[src/sv/urbc_pkg.sv]
// ----------------------------------------------------------------------------
// urbc_pkg
// Shared widths, event and status codes, and ring pointer helpers for the
// UART ring buffer controller.
// ----------------------------------------------------------------------------
`default_nettype none

package urbc_pkg;

  localparam int DATA_W        = 8;
  localparam int PTR_W         = 8;
  localparam int SIZE_W        = 8;
  localparam int MODE_W        = 2;
  localparam int STATUS_W      = 3;
  localparam int RING_DEPTH_DEF = 256;

  // Event kinds
  localparam logic [MODE_W-1:0] MODE_RECV    = 2'd0;
  localparam logic [MODE_W-1:0] MODE_TX_DONE = 2'd1;
  localparam logic [MODE_W-1:0] MODE_PUSH    = 2'd2;
  localparam logic [MODE_W-1:0] MODE_POP     = 2'd3;

  // Result codes
  localparam logic [STATUS_W-1:0] ST_OK       = 3'd0;
  localparam logic [STATUS_W-1:0] ST_TX_FULL  = 3'd1;
  localparam logic [STATUS_W-1:0] ST_RX_EMPTY = 3'd2;
  localparam logic [STATUS_W-1:0] ST_RX_DROP  = 3'd3;
  localparam logic [STATUS_W-1:0] ST_SPURIOUS = 3'd4;

  // Configuration register indexes
  localparam int CFG_IDX_W = 1;
  localparam logic [CFG_IDX_W-1:0] CFG_SEND_SIZE = 1'b0;
  localparam logic [CFG_IDX_W-1:0] CFG_RECV_SIZE = 1'b1;

  localparam logic [SIZE_W-1:0] SIZE_RESET = 8'd255;

  // Size in use: zero acts as one, anything above the memory depth is capped.
  function automatic logic [SIZE_W:0] eff_size(input logic [SIZE_W-1:0] s,
                                               input logic [SIZE_W:0]   depth);
    logic [SIZE_W:0] e;
    e = {1'b0, s};
    if (s == '0) begin
      e = 9'd1;
    end else if (e > depth) begin
      e = depth;
    end
    return e;
  endfunction

  // Step a pointer, wrapping to zero at the size in use.
  function automatic logic [PTR_W-1:0] advance(input logic [PTR_W-1:0]  p,
                                               input logic [SIZE_W-1:0] s,
                                               input logic [SIZE_W:0]   depth);
    logic [PTR_W-1:0] n;
    logic [SIZE_W:0]  e;
    n = p + 8'd1;
    e = eff_size(s, depth);
    return ({1'b0, n} >= e) ? '0 : n;
  endfunction

  // Bytes waiting in a ring, modulo 256.
  function automatic logic [PTR_W-1:0] ring_count(input logic              empty,
                                                  input logic [PTR_W-1:0]  r,
                                                  input logic [PTR_W-1:0]  w,
                                                  input logic [SIZE_W-1:0] s,
                                                  input logic [SIZE_W:0]   depth);
    logic [SIZE_W:0] sum;
    logic [PTR_W-1:0] cnt;
    sum = eff_size(s, depth) - {1'b0, r} + {1'b0, w};
    if (empty) begin
      cnt = '0;
    end else if (r < w) begin
      cnt = w - r;
    end else begin
      cnt = sum[PTR_W-1:0];
    end
    return cnt;
  endfunction

endpackage

`default_nettype wire

[src/sv/urbc_ring_mem.sv]
// ----------------------------------------------------------------------------
// urbc_ring_mem
// Ring storage: one write port, one read port with registered read data.
// ----------------------------------------------------------------------------
`default_nettype none

module urbc_ring_mem #(
  parameter int RING_DEPTH = urbc_pkg::RING_DEPTH_DEF
) (
  input  wire logic                          clk,
  input  wire logic                          wr_en,
  input  wire logic [$clog2(RING_DEPTH)-1:0] wr_addr,
  input  wire logic [urbc_pkg::DATA_W-1:0]   wr_data,
  input  wire logic                          rd_en,
  input  wire logic [$clog2(RING_DEPTH)-1:0] rd_addr,
  output logic      [urbc_pkg::DATA_W-1:0]   rd_data
);

  logic [urbc_pkg::DATA_W-1:0] mem [RING_DEPTH];

  always_ff @(posedge clk) begin
    if (wr_en) begin
      mem[wr_addr] <= wr_data;
    end
  end

  always_ff @(posedge clk) begin
    if (rd_en) begin
      rd_data <= mem[rd_addr];
    end
  end

endmodule

`default_nettype wire

[src/sv/uart_ring_buffer_controller_unit.sv]
// ----------------------------------------------------------------------------
// uart_ring_buffer_controller_unit
// Buffered UART controller: transmit and receive byte rings with host access.
// ----------------------------------------------------------------------------
// Each input transaction is one event: a byte received from the line, a
// transmit-done from the serializer, a host push or a host pop. Each event
// gives exactly one result transaction with a status code, the popped byte,
// the transmitter load strobe and byte, the receiver enable, the receive
// fill count and the four ring flags. The accept edge captures the event
// and starts the registered ring memory reads; the commit edge makes the
// pointer and flag update, writes the ring and fills the output register.
// A new event is taken from the cycle after the commit on, never while one
// is in flight; the output register frees the input side while a result
// waits, and a stalled output holds the commit back. Since reads of an event
// are issued only after the previous event has written its ring, no
// forwarding is needed. Ring sizes are written through the cfg channel; the
// user must write them only while no event is in flight; nothing checks it.
// A size of 0 acts as 1, a size above RING_DEPTH acts as RING_DEPTH.
// ----------------------------------------------------------------------------
`default_nettype none

module uart_ring_buffer_controller_unit #(
  parameter int RING_DEPTH = urbc_pkg::RING_DEPTH_DEF
) (
  input  wire logic                            clk,
  input  wire logic                            rst,
  // event input
  input  wire logic                            s_tvalid,
  output logic                                 s_tready,
  input  wire logic [7:0]                      s_tdata,  // [7:0] data_in
  input  wire logic [1:0]                      s_tuser,  // [1:0] mode
  // result output
  output logic                                 m_tvalid,
  input  wire logic                            m_tready,
  // [2:0] status, [10:3] read_data, [11] tx_load, [19:12] tx_data,
  // [20] rx_enable, [28:21] recv_count, [29] send_full_flag,
  // [30] send_empty_flag, [31] recv_empty_flag, [32] recv_full_flag, rest 0
  output logic [39:0]                          m_tdata,
  // configuration writes
  input  wire logic                            cfg_valid,
  output logic                                 cfg_ready,
  input  wire logic [urbc_pkg::CFG_IDX_W-1:0]  cfg_index,
  input  wire logic [urbc_pkg::SIZE_W-1:0]     cfg_data
);

  localparam int IDX_W = $clog2(RING_DEPTH);
  localparam logic [urbc_pkg::SIZE_W:0] DEPTH_V = 9'(RING_DEPTH);

  localparam logic ST_IDLE = 1'b0;
  localparam logic ST_EXEC = 1'b1;

  localparam int PW = urbc_pkg::PTR_W;
  localparam int DW = urbc_pkg::DATA_W;

  // control state
  logic state;
  logic [PW-1:0] tx_read_ptr, tx_write_ptr, rx_read_ptr, rx_write_ptr;
  logic tx_full, tx_empty, rx_full, rx_empty, rx_enabled;
  logic [urbc_pkg::SIZE_W-1:0] send_size, recv_size;

  // captured event
  logic [urbc_pkg::MODE_W-1:0] mode_q;
  logic [DW-1:0]               data_q;

  // next values computed in the commit cycle
  logic [PW-1:0] tx_read_ptr_next, tx_write_ptr_next;
  logic [PW-1:0] rx_read_ptr_next, rx_write_ptr_next;
  logic tx_full_next, tx_empty_next, rx_full_next, rx_empty_next, rx_enabled_next;
  logic [urbc_pkg::STATUS_W-1:0] status_next;
  logic [DW-1:0] rdata_next, tdata_next;
  logic          load_next;
  logic          tx_we, rx_we;
  logic [PW-1:0] recv_count_next;

  logic accept, commit;
  logic [PW-1:0]  tx_adv_rd, tx_adv_wr, rx_adv_rd, rx_adv_wr;
  logic [DW-1:0]  tx_rdata, rx_rdata;

  assign s_tready  = (state == ST_IDLE);
  assign accept    = s_tvalid && s_tready;
  assign commit    = (state == ST_EXEC) && (!m_tvalid || m_tready);
  assign cfg_ready = 1'b1;

  assign tx_adv_rd = urbc_pkg::advance(tx_read_ptr, send_size, DEPTH_V);
  assign tx_adv_wr = urbc_pkg::advance(tx_write_ptr, send_size, DEPTH_V);
  assign rx_adv_rd = urbc_pkg::advance(rx_read_ptr, recv_size, DEPTH_V);
  assign rx_adv_wr = urbc_pkg::advance(rx_write_ptr, recv_size, DEPTH_V);

  // Transmit ring: read ahead at the next read slot for transmit-done.
  urbc_ring_mem #(.RING_DEPTH(RING_DEPTH)) u_tx_mem (
    .clk     (clk),
    .wr_en   (tx_we),
    .wr_addr (tx_write_ptr[IDX_W-1:0]),
    .wr_data (data_q),
    .rd_en   (accept),
    .rd_addr (tx_adv_rd[IDX_W-1:0]),
    .rd_data (tx_rdata)
  );

  // Receive ring: read at the current read slot for a host pop.
  urbc_ring_mem #(.RING_DEPTH(RING_DEPTH)) u_rx_mem (
    .clk     (clk),
    .wr_en   (rx_we),
    .wr_addr (rx_write_ptr[IDX_W-1:0]),
    .wr_data (data_q),
    .rd_en   (accept),
    .rd_addr (rx_read_ptr[IDX_W-1:0]),
    .rd_data (rx_rdata)
  );

  // Event update
  always_comb begin
    tx_read_ptr_next  = tx_read_ptr;
    tx_write_ptr_next = tx_write_ptr;
    rx_read_ptr_next  = rx_read_ptr;
    rx_write_ptr_next = rx_write_ptr;
    tx_full_next      = tx_full;
    tx_empty_next     = tx_empty;
    rx_full_next      = rx_full;
    rx_empty_next     = rx_empty;
    rx_enabled_next   = rx_enabled;
    status_next       = urbc_pkg::ST_OK;
    rdata_next        = '0;
    tdata_next        = '0;
    load_next         = 1'b0;
    tx_we             = 1'b0;
    rx_we             = 1'b0;
    case (mode_q)
      urbc_pkg::MODE_RECV: begin
        if (rx_full) begin
          rx_enabled_next = 1'b0;
          status_next     = urbc_pkg::ST_RX_DROP;
        end else begin
          rx_we             = commit;
          rx_write_ptr_next = rx_adv_wr;
          rx_empty_next     = 1'b0;
          rx_full_next      = (rx_adv_wr == rx_read_ptr);
        end
      end
      urbc_pkg::MODE_TX_DONE: begin
        if (tx_empty) begin
          status_next = urbc_pkg::ST_SPURIOUS;
        end else begin
          tx_read_ptr_next = tx_adv_rd;
          tx_full_next     = 1'b0;
          if (tx_adv_rd == tx_write_ptr) begin
            tx_empty_next = 1'b1;
          end else begin
            load_next  = 1'b1;
            tdata_next = tx_rdata;
          end
        end
      end
      urbc_pkg::MODE_PUSH: begin
        if (tx_full) begin
          status_next = urbc_pkg::ST_TX_FULL;
        end else begin
          tx_we             = commit;
          tx_write_ptr_next = tx_adv_wr;
          // idle transmitter takes the byte straight away
          if (tx_empty) begin
            load_next  = 1'b1;
            tdata_next = data_q;
          end
          tx_empty_next = 1'b0;
          tx_full_next  = (tx_adv_wr == tx_read_ptr);
        end
      end
      default: begin
        if (rx_empty) begin
          rx_enabled_next = 1'b1;
          status_next     = urbc_pkg::ST_RX_EMPTY;
        end else begin
          rdata_next       = rx_rdata;
          rx_read_ptr_next = rx_adv_rd;
          rx_full_next     = 1'b0;
          rx_empty_next    = (rx_adv_rd == rx_write_ptr);
        end
      end
    endcase
    recv_count_next = urbc_pkg::ring_count(rx_empty_next, rx_read_ptr_next,
                                           rx_write_ptr_next, recv_size, DEPTH_V);
  end

  // Control registers
  always_ff @(posedge clk) begin
    if (rst) begin
      state        <= ST_IDLE;
      tx_read_ptr  <= '0;
      tx_write_ptr <= '0;
      rx_read_ptr  <= '0;
      rx_write_ptr <= '0;
      tx_full      <= 1'b0;
      tx_empty     <= 1'b1;
      rx_full      <= 1'b0;
      rx_empty     <= 1'b1;
      rx_enabled   <= 1'b0;
      send_size    <= urbc_pkg::SIZE_RESET;
      recv_size    <= urbc_pkg::SIZE_RESET;
      m_tvalid     <= 1'b0;
    end else begin
      if (cfg_valid && cfg_ready) begin
        case (cfg_index)
          urbc_pkg::CFG_SEND_SIZE: send_size <= cfg_data;
          urbc_pkg::CFG_RECV_SIZE: recv_size <= cfg_data;
          default: ;
        endcase
      end
      if (accept) begin
        state <= ST_EXEC;
      end else if (commit) begin
        state        <= ST_IDLE;
        tx_read_ptr  <= tx_read_ptr_next;
        tx_write_ptr <= tx_write_ptr_next;
        rx_read_ptr  <= rx_read_ptr_next;
        rx_write_ptr <= rx_write_ptr_next;
        tx_full      <= tx_full_next;
        tx_empty     <= tx_empty_next;
        rx_full      <= rx_full_next;
        rx_empty     <= rx_empty_next;
        rx_enabled   <= rx_enabled_next;
      end
      if (commit) begin
        m_tvalid <= 1'b1;
      end else if (m_tready) begin
        m_tvalid <= 1'b0;
      end
    end
  end

  // Payload registers
  always_ff @(posedge clk) begin
    if (accept) begin
      mode_q <= s_tuser;
      data_q <= s_tdata;
    end
    if (commit) begin
      m_tdata <= {7'd0, rx_full_next, rx_empty_next, tx_empty_next, tx_full_next,
                  recv_count_next, rx_enabled_next, tdata_next, load_next,
                  rdata_next, status_next};
    end
  end

  // Assertions
  a_tx_flags: assert property (@(posedge clk) disable iff (rst)
    !(tx_full && tx_empty))
    else $error("transmit ring both full and empty");

  a_rx_flags: assert property (@(posedge clk) disable iff (rst)
    !(rx_full && rx_empty))
    else $error("receive ring both full and empty");

  a_rx_empty_ptrs: assert property (@(posedge clk) disable iff (rst)
    rx_empty |-> (rx_read_ptr == rx_write_ptr))
    else $error("receive ring empty with pointers apart");

  a_accept_exec: assert property (@(posedge clk) disable iff (rst)
    accept |=> (state == ST_EXEC) && !s_tready)
    else $error("accepted event not held for commit");

  a_commit_result: assert property (@(posedge clk) disable iff (rst)
    commit |=> m_tvalid && (state == ST_IDLE))
    else $error("commit did not present a result");

endmodule

`default_nettype wire

[config.mk]
export PLATFORM = sky130hd
export DESIGN_NAME = uart_ring_buffer_controller_unit
export DESIGN_NICKNAME = d
export VERILOG_FILES = /design/src/sv/urbc_pkg.sv /design/src/sv/urbc_ring_mem.sv /design/src/sv/uart_ring_buffer_controller_unit.sv
export SDC_FILE = /design/constraint.sdc
export NUM_CORES = 2
export LEC_CHECK = 0
export BUFFER_PORTS_ARGS = -buffer_cell sky130_fd_sc_hd__buf_2
export CELL_PAD_IN_SITES_DETAIL_PLACEMENT = 1
export CELL_PAD_IN_SITES_GLOBAL_PLACEMENT = 1
export CORE_ASPECT_RATIO = 1.2
export CORE_MARGIN = 5
export CORE_UTILIZATION = 30
export DETAILED_ROUTE_END_ITERATION = 6
export PLACE_DENSITY_LB_ADDON = 0.1
export SYNTH_ARGS = -nofsm -noshare
export SYNTH_HDL_FRONTEND = slang
export SYNTH_SLANG_ARGS = --single-unit
export TNS_END_PERCENT = 10
[constraint.sdc]
create_clock -name clk -period 8.05 [get_ports clk]
set_input_delay 0.4025 -clock clk [delete_from_list [all_inputs] [get_ports clk]]
set_output_delay 0.4025 -clock clk [all_outputs]
set_load 0.02 [all_outputs]
; Yosys cells after proc, flatten, opt, wreduce, memory -nomap -nowiden
; Memories as Yosys holds them, arrays and structs flattened. A register that Yosys moved wholly into a read port is not among the register bits.
; Index checks and enable logic that the tools add are counted.
[op_classes]
eq_ne = 6
mux = 56
n_bitwise = 5
reduce_logical = 17
order_cmp = 7
addsub = 7
[op_table]
columns = cell, count
row1 = $mux W8, 13
row2 = $ge A8 B9 Y1, 4
row3 = $mux W9, 4
row4 = $add A8 B1 Y8 const B, 4
row5 = $eq A8 B8 Y1, 4
row6 = $mux W1, 28
row7 = $gt A8 B9 Y1 const B, 2
row8 = $logic_not A8 Y1, 2
row9 = $pmux W8 S2, 1
row10 = $sub A8 B8 Y8, 2
row11 = $pmux W1 S2, 6
row12 = $pmux W3 S3, 1
row13 = $add A8 B8 Y8, 1
row14 = $lt A8 B8 Y1, 1
row15 = $reduce_and A4 Y1, 2
row16 = $reduce_and A2 Y1, 3
row17 = $not A1 Y1, 5
row18 = $mux W2, 2
row19 = $reduce_bool A2 Y1, 2
row20 = $reduce_or A4 Y1, 1
row21 = $mux W3, 1
row22 = $reduce_or A3 Y1, 1
row23 = $eq A2 B1 Y1 const B, 1
row24 = $eq A2 B2 Y1 const B, 1
row25 = other kinds (5), 6
[word_totals]
n_memories = 2
inputBits = 24
out_inout_bits = 43
ramBits = 4096
reg_bits = 98
elab_cells = 118
[mem_list]
columns = memory, words, width, rd, rd_ports_with_merged_regs, wr, line
row1 = u_rx_mem.mem, 256, 8, 1, 1, 1, urbc_ring_mem.sv:19  ; logic [urbc_pkg::DATA_W-1:0] mem [RING_DEPTH];
row2 = u_tx_mem.mem, 256, 8, 1, 1, 1, urbc_ring_mem.sv:19

; Logic depth before layout (Yosys ltp)
[logic_depth]
word_depth = 10
depth_mapped = 27
depth_no_buf = 25

; Cells and area by module
; A second synthesis with hierarchy kept.
[unflattened]
hier_cells = 8312
area_unflattened_um2 = 166480.9
[modules_own_cells]
columns = module, n_inst, area_per_inst_um2, cells_per_inst, seq_area_each_um2
row1 = urbc_ring_mem, 2, 79636.4, 3733, 61739.2
row2 = uart_ring_buffer_controller_unit, 1, 7208.2, 846, 2392.3

; Worst setup path before layout
; Ideal clock, no wire load.
[synth_timing]
path_type = register to register
startpoint = reg data_q[0]
endpoint = mem u_rx_mem.mem[0][0] in the netlist's numbering (data pin)
synth_period_minus_slack_ns = 7.611
arrival_ns = 6.173
required_ns = 6.612
slack_ns = 0.439
path_buffers = 0
setup_time_ns = 1.438
path_stages_with_launch = 1
cell_sequence = edfxtp_1
[synth_lines]
columns = element, line
row1 = from (decl), uart_ring_buffer_controller_unit.sv:63  ; logic [DW-1:0] data_q;
row2 = from (signal assigned), uart_ring_buffer_controller_unit.sv:235  ; data_q <= s_tdata;
row3 = to (decl), urbc_ring_mem.sv:19
; Straight into the memory's write port.

; Final worst setup path
[layout_timing]
startpoint = reg tx_read_ptr[3]
endpoint = reg u_tx_mem.rd_data[7] in the netlist's numbering (read register of u_tx_mem.mem) (data pin)
[layout_between]
elab_chain_cells = 3
[layout_lines]
columns = element, line
row1 = from (decl), uart_ring_buffer_controller_unit.sv:57  ; logic [PW-1:0] tx_read_ptr, tx_write_ptr, rx_read_ptr, rx_write_ptr;
row2 = from (signal assigned), uart_ring_buffer_controller_unit.sv:213  ; tx_read_ptr <= tx_read_ptr_next;
row3 = $add A8 B1 Y8 (*), urbc_pkg.sv:56  ; n = p + 8'd1;
row4 = $ge A8 B9 Y1, urbc_pkg.sv:58  ; return ({1'b0, n} >= e) ? '0 : n;
row5 = $mux W8 (*), urbc_pkg.sv:58
row6 = to (decl), urbc_ring_mem.sv:16  ; output logic [urbc_pkg::DATA_W-1:0] rd_data
; Mark *: on every way between the ends. The rest lies on a longest branch, timed or not.
; A chain may end at the register's enable or synchronous reset.

==> flow_metrics.tcl <==
set metrics [dict create \
    status "complete, but fails checks" \
    violations "max-slew violations" \
    rr_startpoint "tx_read_ptr[3]" \
    timing.setup.tns_ns 0 \
    yosysSeqAreaShare 0.7503 \
    dr.pass1.iters 5 \
    ys_async_sr_fraction 0 \
    slew_violations 96 \
    post_cts_buffers 0 \
    die_w_um 692.6 \
    end_kind "flip-flop" \
    fillerInstances 55840 \
    grt_max_degree 172 \
    numCtsBuffers 464 \
    r2r-end "u_tx_mem.rd_data[7]" \
    num-nets-final 10040 \
    antenna_found_initial 25 \
    syn2layout_area_growth_pct 14.66 \
    synth_area_leaders "edfxtp_1 (74%), mux4_2 (9.3%), nand2_1 (2.4%)" \
    viasPerCell 5.160 \
    portBuffers 58 \
    place_congestion 0.8117 \
    dieArea_mm2 0.5743 \
    start_kind "flip-flop" \
    cts-root-buf "clkbuf_16" \
    num_vias 91780 \
    rsz0062_at_grt "no" \
    die_h_um 829.2 \
    drive_gt1_frac 0.1699 \
    path_max_fanout 93 \
    grt_usage 0.1942 \
    finalHoldViolCount 0 \
    final_area_mm2 0.1924 \
    post-place-ws_ns 0.7976 \
    power.density_mw_per_mm2 243.9 \
    arrival_ns 8.18 \
    multiInputGateArea_mm2 0.03906 \
    max-slew-margin-rel -0.1386 \
    endpoint "u_tx_mem.rd_data[7]" \
    netlist_area_mm2 0.1678 \
    r2r_setup_slack_ns 0.56 \
    synth.distinct_cells 93 \
    critPathLaunch "tx_read_ptr[3]" \
    num_rows 301 \
    synth_top_cell_area_share 0.7438 \
    finalWirelength_um 572300 \
    drt_iter0_markers 7061 \
    synth_seq_cells 4210 \
    synth_edf_count 4155 \
    setup_violations 0 \
    postPlaceCellArea_mm2 0.1773 \
    grt_pass1_wl_um 799200 \
    critPathKind "reg -> reg" \
    overflow 0 \
    drc 0 \
    dp_hpwl_um 348700 \
    p_leak_nw 58.63 \
    cts_tree "done" \
    htree_levels 5 \
    initial_core_util 0.3004 \
    fin_crit_sh 0.9305 \
    grt_pass1_vias 97080 \
    yosysTopAreaCell "edfxtp_1" \
    fmax_mhz 133.5 \
    ctsLongestPathBuffers 4 \
    ys.flop_type "edfxtp_1" \
    worst_slack_ns 0.5599 \
    cts.sink_count 4210 \
    seqCellArea_mm2 0.1259 \
    hold_class "in -> reg" \
    maxCapViolations 0 \
    avgSynthCellArea_um2 17.13 \
    pin_count 67 \
    core-area_mm2 0.5585 \
    max-vdd-ir-drop_v 0.0001860 \
    tightest_slew_ns 1.708 \
    wl_per_cell_um 32.17 \
    critical_path_required_ns 8.74 \
    clkLatencyLatePin_ns 1.04 \
    reg_top3 "u_rx_mem.mem (2048), u_tx_mem.mem (2048), m_tdata (33)" \
    cts.reportedPaths.clkPinSlew_ns 0.06 \
    hold_ws_ns 0.1401 \
    reg2regPathDepth 16 \
    min_period_ns 7.490 \
    antenna_left 0 \
    synthCells 9795 \
    fin_skew_ns 0.1004 \
    synth_warnings 0 \
]
## where the power goes
| part | internal (mW) | switching (mW) |
|---|---|---|
| Clock | 11.9 | 8.99 |
| Sequential | 24.2 | 0.0553 |
| Combinational | 0.552 | 1.23 |
| Total | 36.6 | 10.3 |
## repair_timing
action,4_1_cts,5_1_grt
gates resized for setup,0,0
hold buffers,35,0
hold endpoints to repair,54,0
## cell families (layout without fill, tap and decap cells)
kind of cell,count (synthesis),count (layout),share of synthesized area
other cells,2,36,0.00004477
buf+inv,728,1264,0.01906
xor+xnor,53,53,0.002767
fa+ha+maj,69,69,0.005489
simple gates,2745,2745,0.07345
compound gates,1149,1149,0.04714
flops,4210,4210,0.7503
mux,839,839,0.1017
## synthesized netlist by cell type (all sizes together) (60+ instances only)
cell and count:
edfxtp 4155, nand2 1063, mux4 691, nor2 670
nand3 406, clkbuf 382, buf 283, o211ai 240
or3 228, a21oi 190, a31oi 173, o21ai 150
mux2i 132, nor3 110, nand4 83, inv 61
ha 60
## per-stage QoR
stage	std cells	power, mW	util
finish	17790	46.92	0.3444
global route	17770	48.53	0.3443
CTS	17760	47.53	0.3443
detailed placement	16870	26.54	0.3174
global placement	16870	26.51	0.3174
floorplan	9801	25.81	-
## critical path, cell delays in order, from the launching register on
cell       delay [ns]
dfxtp_1          0.65
nand3_1          0.21
o21ai_0          0.22
and2_1           0.51
clkinv_1         0.44
ha_1             0.41
and3_1           0.21
and3_1           0.38
a2111oi_4        0.93
buf_12           0.37
buf_4            0.48
mux2i_1          0.25
a32oi_1          0.10
nand3_1          0.15
a31oi_1          0.13
nor4_1           1.24
nor4_1           0.17
## layout by cell type, fill, tap and decap left out, types with 91 or more instances in the layout
master     Yosys  routed
a21oi_1      189     188
a31oi_1      173     173
buf_4         25     210
clkbuf_1     382     108
clkbuf_16      0     468
clkinv_1       2     112
clkinv_2       0      91
edfxtp_1    4155    4155
mux2i_1      132     132
mux4_2       691     691
nand2_1     1061    1035
nand3_1      405     405
nor2_1       669     664
nor3_1       105     100
o211ai_1     238     238
o21ai_0      143     143
or3_1        228     228
## worst min path at each step
stage	slack [ns]	cells after the start	startpoint	end
6_report	0.14	2	s_tuser[0]	mode_q[0]
5_1_grt	0.06	2	s_tuser[0]	mode_q[0]
2_1_floorplan	0.44	1	recv_size[0]	recv_size[0]
3_3_place_gp	0.49	2	rx_enabled	rx_enabled
4_1_cts	0.02	2	s_tuser[1]	mode_q[1]
3_5_place_dp	0.50	2	rx_enabled	rx_enabled
## area by class of cell
class	instances	share of cell area
Multi-Input combinational cell	4863	0.2031
Sequential cell	4210	0.6545
Timing Repair Buffer	349	0.01631
Tap cell	7423	0.04828
Inverter	63	0.001268
Clock inverter	273	0.01303
Clock buffer	579	0.06320
Antenna cell	28	0.0003643
## metal layers
metal  GRT usage  part of all wire
met1      0.2491              0.42
met2      0.3470              0.52
met3     0.02333             0.035
met4     0.05038             0.028
met5           0          0.000047
(Power assumes the default switching activity.)
